### config.mk
export PLATFORM = sky130hd
export DESIGN_NAME = crc32_frame_deframer
export DESIGN_NICKNAME = d
export VERILOG_FILES = /design/src/sv/cfd_pkg.sv /design/src/sv/crc32_frame_deframer.sv /design/src/sv/cfd_core.sv /design/src/sv/cfd_out_fifo.sv
export SDC_FILE = /design/constraint.sdc
export NUM_CORES = 2
export LEC_CHECK = 0
export BUFFER_PORTS_ARGS = -buffer_cell sky130_fd_sc_hd__buf_2
export CORE_MARGIN = 2
export CORE_UTILIZATION = 45
export CTS_CLUSTER_SIZE = 24
export DETAILED_ROUTE_END_ITERATION = 12
export PLACE_DENSITY = 0.62
export SYNTH_ARGS = -nofsm -noshare
export SYNTH_HDL_FRONTEND = slang
export SYNTH_SLANG_ARGS = --single-unit
### constraint.sdc
create_clock -name clk_i -period 10.1 [get_ports clk_i]
set_input_delay 2.02 -clock clk_i [delete_from_list [all_inputs] [get_ports clk_i]]
set_output_delay 2.02 -clock clk_i [all_outputs]
set_load 0.03 [all_outputs]
### src/sv/cfd_pkg.sv
// cfd_pkg: types, codes and constants shared by the crc32 frame deframer.
// Holds the transfer structs, status codes and the byte-wise crc-32 update.
// No dependencies.
`timescale 1ns / 1ps
`default_nettype none

package cfd_pkg;

  localparam int unsigned CNT_W = 33;
  localparam logic [CNT_W-1:0] HDR_BYTES = 33'd23;
  localparam logic [CNT_W-1:0] MIN_FRAME = 33'd27;
  localparam logic [CNT_W-1:0] CRC_BYTES = 33'd4;
  localparam logic [31:0] CRC_POLY = 32'hEDB8_8320;
  localparam logic [31:0] CRC_ONES = 32'hFFFF_FFFF;
  localparam logic [31:0] MAX_SIZE_RST = 32'd4096;

  // configuration register indexes
  localparam logic [1:0] REG_MAGIC = 2'd0;
  localparam logic [1:0] REG_VERSION = 2'd1;
  localparam logic [1:0] REG_MAX_SIZE = 2'd2;

  localparam logic KIND_PAYLOAD = 1'b0;
  localparam logic KIND_VERDICT = 1'b1;

  typedef enum logic [2:0] {
    ST_OK       = 3'd0,
    ST_SHORT    = 3'd1,
    ST_LEN      = 3'd2,
    ST_MAGIC    = 3'd3,
    ST_VERSION  = 3'd4,
    ST_TOO_BIG  = 3'd5,
    ST_CRC      = 3'd6
  } status_e;

  typedef struct packed {
    logic [7:0] data_byte;
    logic       frame_end;
  } in_t;

  typedef struct packed {
    logic        item_kind;
    logic [7:0]  payload_byte;
    logic [7:0]  message_type;
    logic [7:0]  frame_flags;
    logic [31:0] msg_num;
    logic [15:0] chan_num;
    logic [63:0] timestamp;
    logic [31:0] body_len;
    logic [2:0]  status;
    logic        is_last;
  } out_t;

  typedef struct packed {
    logic [15:0] frame_magic;
    logic [7:0]  protocol_version;
    logic [31:0] max_frame_size;
  } cfg_t;

  // reflected crc-32, one byte
  function automatic logic [31:0] crc_byte(input logic [31:0] c, input logic [7:0] b);
    logic [31:0] r;
    r = c ^ {24'd0, b};
    for (int k = 0; k < 8; k++) begin
      if (r[0]) begin
        r = (r >> 1) ^ CRC_POLY;
      end else begin
        r = r >> 1;
      end
    end
    return r;
  endfunction

endpackage

`default_nettype wire

### src/sv/crc32_frame_deframer.sv
// Frame deframer with crc-32 check. One frame byte is taken per transfer,
// one every clock cycle when the result side keeps up: the byte is registered,
// decoded against the frame state in the next cycle and its results (a payload
// byte, a verdict, or both on a last byte inside the payload) go into a result
// queue of OutDepth entries, from which they are handed out in order. A
// byte that ends a frame inside the payload gives two results, which the queue
// absorbs; input is held off only while the queue cannot take two more.
// Configuration registers: 0 magic, 1 version, 2 maximum frame size.
// Depends on cfd_pkg, cfd_core and cfd_out_fifo.
`timescale 1ns / 1ps
`default_nettype none

module crc32_frame_deframer
  import cfd_pkg::*;
#(
  parameter int unsigned OutDepth = 8
) (
  input  wire logic        clk_i,
  input  wire logic        rst_ni,
  input  wire logic        in_valid_i,
  output logic             in_ready_o,
  input  wire in_t         in_data_i,
  output logic             out_valid_o,
  input  wire logic        out_ready_i,
  output out_t             out_data_o,
  input  wire logic        cfg_we_i,
  input  wire logic [1:0]  cfg_idx_i,
  input  wire logic [31:0] cfg_wdata_i
);

  localparam int unsigned CntW = $clog2(OutDepth + 1);

  cfg_t cfg_q;
  logic s1_valid_q;
  in_t s1_q;
  logic [1:0] res_valid;
  out_t res0, res1;
  logic [CntW-1:0] q_count;
  logic [CntW:0] q_claim;
  logic in_xfer;

  // queue entries already taken plus two reserved for the byte in flight
  assign q_claim = {1'b0, q_count} + (s1_valid_q ? (CntW+1)'(2) : '0);
  assign in_ready_o = q_claim <= (CntW+1)'(OutDepth - 2);
  assign in_xfer = in_valid_i && in_ready_o;

  always_ff @(posedge clk_i or negedge rst_ni) begin
    if (!rst_ni) begin
      cfg_q.frame_magic <= '0;
      cfg_q.protocol_version <= '0;
      cfg_q.max_frame_size <= MAX_SIZE_RST;
    end else if (cfg_we_i) begin
      unique case (cfg_idx_i)
        REG_MAGIC:    cfg_q.frame_magic <= cfg_wdata_i[15:0];
        REG_VERSION:  cfg_q.protocol_version <= cfg_wdata_i[7:0];
        REG_MAX_SIZE: cfg_q.max_frame_size <= cfg_wdata_i;
        default: ;
      endcase
    end
  end

  always_ff @(posedge clk_i or negedge rst_ni) begin
    if (!rst_ni) begin
      s1_valid_q <= 1'b0;
    end else begin
      s1_valid_q <= in_xfer;
    end
  end

  always_ff @(posedge clk_i) begin
    if (in_xfer) begin
      s1_q <= in_data_i;
    end
  end

  cfd_core u_core (
    .clk_i       (clk_i),
    .rst_ni      (rst_ni),
    .valid_i     (s1_valid_q),
    .item_i      (s1_q),
    .cfg_i       (cfg_q),
    .res_valid_o (res_valid),
    .res0_o      (res0),
    .res1_o      (res1)
  );

  cfd_out_fifo #(
    .Depth (OutDepth)
  ) u_out_fifo (
    .clk_i   (clk_i),
    .rst_ni  (rst_ni),
    .push_i  (res_valid),
    .data0_i (res0),
    .data1_i (res1),
    .pop_i   (out_ready_i),
    .count_o (q_count),
    .valid_o (out_valid_o),
    .data_o  (out_data_o)
  );

  a_payload_fields_clear: assert property (@(posedge clk_i) disable iff (!rst_ni)
    out_valid_o && out_data_o.item_kind == KIND_PAYLOAD
      |-> out_data_o.is_last == 1'b0 && out_data_o.status == ST_OK)
    else $error("payload transfer carries verdict fields");

endmodule

`default_nettype wire

### src/sv/cfd_core.sv
// cfd_core: per-frame state, header capture, crc and verdict for one byte.
// Emits up to two results per byte (payload byte, then verdict).
// Depends on cfd_pkg.
`timescale 1ns / 1ps
`default_nettype none

module cfd_core
  import cfd_pkg::*;
(
  input  wire logic       clk_i,
  input  wire logic       rst_ni,
  input  wire logic       valid_i,
  input  wire in_t        item_i,
  input  wire cfg_t       cfg_i,
  output logic [1:0]      res_valid_o,
  output out_t            res0_o,
  output out_t            res1_o
);

  logic [CNT_W-1:0] byte_count_q, byte_count_d;
  logic [31:0] crc_q, crc_d;
  logic [15:0] magic_q, magic_d;
  logic [7:0]  version_q, version_d;
  logic [7:0]  type_q, type_d;
  logic [7:0]  flags_q, flags_d;
  logic [31:0] msg_id_q, msg_id_d;
  logic [15:0] stream_q, stream_d;
  logic [63:0] ts_q, ts_d;
  logic [31:0] len_q, len_d;
  logic [31:0] got_crc_q, got_crc_d;

  logic [CNT_W-1:0] pos, pay_end, cnt_inc, want;
  logic [4:0] hp, off;
  logic [7:0] b;
  logic in_hdr, in_pay, in_crc;
  status_e status;
  out_t pay_res, verdict;

  assign pos = byte_count_q;
  assign b = item_i.data_byte;
  assign hp = pos[4:0];
  assign pay_end = HDR_BYTES + {1'b0, len_q};
  assign in_hdr = pos < HDR_BYTES;
  assign in_pay = !in_hdr && (pos < pay_end);
  assign in_crc = !in_hdr && !in_pay && (pos < pay_end + CRC_BYTES);
  assign cnt_inc = (&byte_count_q) ? byte_count_q : byte_count_q + 33'd1;

  // header capture, running crc and received crc update
  always_comb begin
    magic_d = magic_q;
    version_d = version_q;
    type_d = type_q;
    flags_d = flags_q;
    msg_id_d = msg_id_q;
    stream_d = stream_q;
    ts_d = ts_q;
    len_d = len_q;
    got_crc_d = got_crc_q;
    crc_d = crc_q;
    off = 5'd0;
    if (in_hdr) begin
      crc_d = crc_byte(crc_q, b);
      priority if (hp < 5'd2) begin
        magic_d[{hp[0], 3'b000} +: 8] = b;
      end else if (hp == 5'd2) begin
        version_d = b;
      end else if (hp == 5'd3) begin
        type_d = b;
      end else if (hp == 5'd4) begin
        flags_d = b;
      end else if (hp < 5'd9) begin
        off = hp - 5'd5;
        msg_id_d[{off[1:0], 3'b000} +: 8] = b;
      end else if (hp < 5'd11) begin
        off = hp - 5'd9;
        stream_d[{off[0], 3'b000} +: 8] = b;
      end else if (hp < 5'd19) begin
        off = hp - 5'd11;
        ts_d[{off[2:0], 3'b000} +: 8] = b;
      end else begin
        off = hp - 5'd19;
        len_d[{off[1:0], 3'b000} +: 8] = b;
      end
    end else if (in_pay) begin
      crc_d = crc_byte(crc_q, b);
    end else if (in_crc) begin
      got_crc_d = {b, got_crc_q[31:8]};
    end
  end

  // verdict checks in priority order
  assign want = MIN_FRAME + {1'b0, len_d};
  always_comb begin
    priority if (cnt_inc < MIN_FRAME) begin
      status = ST_SHORT;
    end else if (cnt_inc != want) begin
      status = ST_LEN;
    end else if (magic_d != cfg_i.frame_magic) begin
      status = ST_MAGIC;
    end else if (version_d != cfg_i.protocol_version) begin
      status = ST_VERSION;
    end else if (want > {1'b0, cfg_i.max_frame_size}) begin
      status = ST_TOO_BIG;
    end else if ((crc_d ^ CRC_ONES) != got_crc_d) begin
      status = ST_CRC;
    end else begin
      status = ST_OK;
    end
  end

  always_comb begin
    pay_res = '0;
    pay_res.item_kind = KIND_PAYLOAD;
    pay_res.payload_byte = b;
    verdict = '0;
    verdict.item_kind = KIND_VERDICT;
    verdict.status = status;
    verdict.is_last = 1'b1;
    if (status == ST_OK) begin
      verdict.message_type = type_d;
      verdict.frame_flags = flags_d;
      verdict.msg_num = msg_id_d;
      verdict.chan_num = stream_d;
      verdict.timestamp = ts_d;
      verdict.body_len = len_d;
    end
  end

  always_comb begin
    res_valid_o = 2'b00;
    res0_o = pay_res;
    res1_o = verdict;
    if (valid_i) begin
      if (in_pay) begin
        res_valid_o = {item_i.frame_end, 1'b1};
      end else if (item_i.frame_end) begin
        res_valid_o = 2'b01;
        res0_o = verdict;
      end
    end
  end

  assign byte_count_d = item_i.frame_end ? '0 : cnt_inc;

  always_ff @(posedge clk_i or negedge rst_ni) begin
    if (!rst_ni) begin
      byte_count_q <= '0;
      crc_q <= CRC_ONES;
      magic_q <= '0;
      version_q <= '0;
      type_q <= '0;
      flags_q <= '0;
      msg_id_q <= '0;
      stream_q <= '0;
      ts_q <= '0;
      len_q <= '0;
      got_crc_q <= '0;
    end else if (valid_i) begin
      byte_count_q <= byte_count_d;
      if (item_i.frame_end) begin
        crc_q <= CRC_ONES;
        magic_q <= '0;
        version_q <= '0;
        type_q <= '0;
        flags_q <= '0;
        msg_id_q <= '0;
        stream_q <= '0;
        ts_q <= '0;
        len_q <= '0;
        got_crc_q <= '0;
      end else begin
        crc_q <= crc_d;
        magic_q <= magic_d;
        version_q <= version_d;
        type_q <= type_d;
        flags_q <= flags_d;
        msg_id_q <= msg_id_d;
        stream_q <= stream_d;
        ts_q <= ts_d;
        len_q <= len_d;
        got_crc_q <= got_crc_d;
      end
    end
  end

  a_clear_after_end: assert property (@(posedge clk_i) disable iff (!rst_ni)
    valid_i && item_i.frame_end |=> byte_count_q == '0 && crc_q == CRC_ONES)
    else $error("frame state not cleared after last byte");

  a_second_is_verdict: assert property (@(posedge clk_i) disable iff (!rst_ni)
    res_valid_o[1] |-> res_valid_o[0] && res0_o.item_kind == KIND_PAYLOAD
                       && res1_o.item_kind == KIND_VERDICT)
    else $error("second result must follow a payload byte");

endmodule

`default_nettype wire

### src/sv/cfd_out_fifo.sv
// cfd_out_fifo: result queue that takes up to two results per cycle and
// hands out one per transfer. Depends on cfd_pkg.
`timescale 1ns / 1ps
`default_nettype none

module cfd_out_fifo
  import cfd_pkg::*;
#(
  parameter int unsigned Depth = 8
) (
  input  wire logic                     clk_i,
  input  wire logic                     rst_ni,
  input  wire logic [1:0]               push_i,
  input  wire out_t                     data0_i,
  input  wire out_t                     data1_i,
  input  wire logic                     pop_i,
  output logic [$clog2(Depth+1)-1:0]    count_o,
  output logic                          valid_o,
  output out_t                          data_o
);

  localparam int unsigned PtrW = $clog2(Depth);
  localparam int unsigned CntW = $clog2(Depth + 1);

  out_t mem_q [Depth];
  logic [PtrW-1:0] wptr_q, wptr_d, rptr_q, rptr_d, wptr_nxt;
  logic [CntW-1:0] count_q, count_d;
  logic [1:0] n_push;
  logic do_pop;

  // pointer step that wraps at the last entry
  function automatic logic [PtrW-1:0] ptr_inc(input logic [PtrW-1:0] p);
    return (p == PtrW'(Depth - 1)) ? '0 : p + PtrW'(1);
  endfunction

  assign do_pop = pop_i && (count_q != '0);
  assign n_push = {1'b0, push_i[0]} + {1'b0, push_i[1]};
  assign wptr_nxt = ptr_inc(wptr_q);
  assign wptr_d = n_push[1] ? ptr_inc(wptr_nxt) : (n_push[0] ? wptr_nxt : wptr_q);
  assign rptr_d = do_pop ? ptr_inc(rptr_q) : rptr_q;
  assign count_d = count_q + CntW'(n_push) - CntW'(do_pop);

  always_ff @(posedge clk_i) begin
    if (push_i[0]) begin
      mem_q[wptr_q] <= data0_i;
    end
    if (push_i[1]) begin
      mem_q[wptr_nxt] <= data1_i;
    end
  end

  always_ff @(posedge clk_i or negedge rst_ni) begin
    if (!rst_ni) begin
      wptr_q <= '0;
      rptr_q <= '0;
      count_q <= '0;
    end else begin
      wptr_q <= wptr_d;
      rptr_q <= rptr_d;
      count_q <= count_d;
    end
  end

  assign count_o = count_q;
  assign valid_o = count_q != '0;
  assign data_o = mem_q[rptr_q];

  a_no_overflow: assert property (@(posedge clk_i) disable iff (!rst_ni)
    count_q <= CntW'(Depth))
    else $error("result queue overflow");

endmodule

`default_nettype wire
==> run summary <==
core box area = 204000 µm²
Sw Ratio = 0.380
number of global-route vias before repair = 64259
Synth area leaders = edfxtp_1 (43%), dfrtp_1 (8.5%), mux4_2 (8.4%)
#FFs+latches synth = 1733
xor and xnor area share after synthesis = 0.0296
Req. time, crit path = 10.71 ns
GP Congestion = 0.936
worst stage delay on the critical path = 0.77 ns
post-synthesis adder-cell area fraction = 0.0166
worst skew pair latency = 0.86 ns
Max VDD drop = 213 µV
Clock power frac = 0.269
wire length of the first global-routing pass = 439 mm
share of cells above drive strength 1 = 0.233
chip width = 457 µm
Max H-tree Level = 4
Cell Pwr Density = 248 nW/µm²
# setup viols final = 0
CP Launch Type = flop
via count = 65383
register area share after synthesis = 0.537
die area = 209000 µm²
Boundary Pins = 223
routed wl met2 = 139 mm
Flop pwr share = 0.355
Lkg Pwr = 31.4 nW
Max-slew headroom = 0.176
CP Class = flop to flop
Mapped Cells = 7091
Max Cap Viol = 0
Critical Path AT = 10.08 ns
antenna-violating nets left = 0
Logic pwr share = 0.377
CP Capture Type = flop
largest family of logic cells by synthesized area = simple AND/OR/NAND/NOR gates
synthesized area per cell = 13.0 µm²
Final Max Tran Viols = 0
Slew @ Worst Pin = 1.23 ns
fmax = 0.106 GHz
Final Hold Viols = 0
DRC viols = 0
gr ovfl total = 0
status = complete, no violations
fin crit period = 9.47 ns
skew final = 0.0424 ns
clock buffers created by TritonCTS = 186
Area Growth Syn to Fin = 10.5%
Synth area leader = edfxtp_1
die span in y = 457 µm
Synth warnings = 0
post-DP HPWL = 173 mm
largest net degree at the start of global routing = 211
Post-synth EDFFs = 1313
Clock Sinks = 1733
clk root buf = clkbuf_16
# port buffers = 222
Initial DRC Count = 8735
CTS tree = yes
net count after synthesis = 7261
Met1 Routed Length = 120 mm
multiplexer area fraction after synthesis = 0.131
highest metal layer with signal wires = met5
Post-CTS Setup Bufs = 0
clock-pin slew on the worst setup and hold paths = 0.06 ns
drt via density = 6.71
post_cts resized = 0
Post-CTS Hold Fix Bufs = 0
Commonest cells post-synth = edfxtp_1 (1313), nor4_1 (789), clkbuf_1 (511)
Post-Synth Simple-Gate Area = 0.174
Int Power = 15.7 mW
RSZ-0062 raised after global routing = no
CP max stage cell = nor2b_1
maximum fanout count along the critical path = 35
Compound-Gate Fraction of Synth Area = 0.0690
WL per Instance = 30.8 µm
mapped cell area = 92400 µm²
row count = 166
Synth cell types = 88
Final Power = 25.3 mW
top_reg_cell synth = edfxtp_1
Total Wirelength = 300 mm
most frequent cell after synthesis = edfxtp_1
top-area cell type share of the netlist area = 0.427
Worst Hold Class = flop to flop
Tcrit/Tclk final = 0.937
initial antenna violation count = 24
worst-case clock buffer depth = 3
Async SR Flop Fraction = 0.201
drt first pass iters = 6
Final nets = 7069
initial core utilization = 0.452
Met3 Wirelength = 29.1 mm
setup TNS = 0 ns
sw power = 9.61 mW
Total Routing Usage GR = 0.280
-- sequential cells by signal, summed over array words and instances (netlist names), 8 cells and up --
register	flops
cfg_q	56
u_core.version_q	8
u_core.byte_count_q	33
u_core.msg_id_q	32
u_core.flags_q	8
u_core.ts_q	64
u_core.len_q	32
u_core.got_crc_q	32
s1_q	9
u_out_fifo.mem_q	1376
u_core.magic_q	16
u_core.type_q	8
u_core.stream_q	16
u_core.crc_q	32
-- layout by cell type, fill, tap and decap left out, types with 128 or more instances in the layout --
cell / count
edfxtp_1: 1313
nor4_1: 787
mux4_2: 344
dfrtp_1: 310
nand2_1: 282
nor2_1: 276
mux2_2: 242
nor4b_2: 226
buf_2: 221
nor4b_1: 218
o2bb2ai_1: 192
clkbuf_16: 188
mux2i_1: 166
xnor2_1: 165
nor3_1: 165
a21oi_1: 151
buf_4: 147
a22oi_1: 128
-- path summary, 6_finish.rpt --
check | start | end | slack, ns | depth (start not counted)
max in group asynchronous | rst_ni | u_out_fifo.rptr_q[2] | 7.25 | 2
setup / recovery | u_core.byte_count_q[1] | u_out_fifo.mem_q[5][128] | 0.63 | 27
setup reg to reg | u_core.byte_count_q[1] | u_out_fifo.mem_q[5][128] | 0.63 | 27
hold reg to reg | u_out_fifo.mem_q[6][0] | u_out_fifo.mem_q[6][0] | 0.47 | 2
hold / removal | u_out_fifo.mem_q[6][0] | u_out_fifo.mem_q[6][0] | 0.47 | 2
min in group asynchronous | rst_ni | u_core.got_crc_q[1] | 1.21 | 1
-- stage by stage --
| step | setup WS [ns] | util | std cells | hold WS, ns | area (µm²) |
|---|---|---|---|---|---|
| final | 0.634 | 0.500 | 9742 | 0.468 | 102000 |
| after global routing | 0.226 | 0.500 | 9740 | 0.493 | 102000 |
| after CTS | 0.497 | 0.500 | 9739 | 0.469 | 102000 |
| after detailed placement | 0.595 | 0.470 | 9399 | 0.456 | 96100 |
| after global placement | 0.557 | 0.470 | 9399 | 0.453 | 96100 |
| after floorplan | 2.91 | - | 7091 | 0.442 | 92400 |
-- power groups by stage --
stage | Sequential, mW | Combinational (mW) | Clock (mW)
finish | 8.97 | 9.53 | 6.80
CTS | 8.95 | 9.52 | 6.89
global route | 9.04 | 10.0 | 7.16
global placement | 9.06 | 9.43 | 0
detailed placement | 9.09 | 9.48 | 0
floorplan | 8.77 | 6.70 | 0
-- worst max-delay path: cells and delay by family, from the launching register on --
kind | cells | cell delay [ns]
compound gates | 7 | 1.99
xor+xnor | 1 | 0.16
fa+ha+maj | 3 | 1.10
buf+inv | 4 | 0.98
flops | 1 | 0.68
simple gates | 12 | 4.24
-- cell families after synthesis --
| family | Yosys count |
|---|---|
| buffers and inverters | 922 |
| multiplexers | 752 |
| AO/OA/AOI/OAI | 879 |
| flip-flops | 1733 |
| XOR/XNOR | 290 |
| AND/OR/NAND/NOR | 2393 |
| adder cells (fa/ha/maj) | 122 |
-- final cells by class --
type / count / area (µm²)
Fill cell: 17563 / 102000
Sequential cell: 1733 / 49600
Multi-Input combinational cell: 4436 / 39100
Clock buffer: 247 / 5070
Timing Repair Buffer: 436 / 3570
Tap cell: 2688 / 3360
Clock inverter: 93 / 931
Inverter: 106 / 405
Antenna cell: 3 / 7.51
-- metal layers --
layer,GRT usage,vias to the layer above
li1,-,27869
met2,0.440,3470
met4,0.101,28
met3,0.0584,568
met1,0.384,33448
met5,0,-
(Power assumes the default switching activity.)
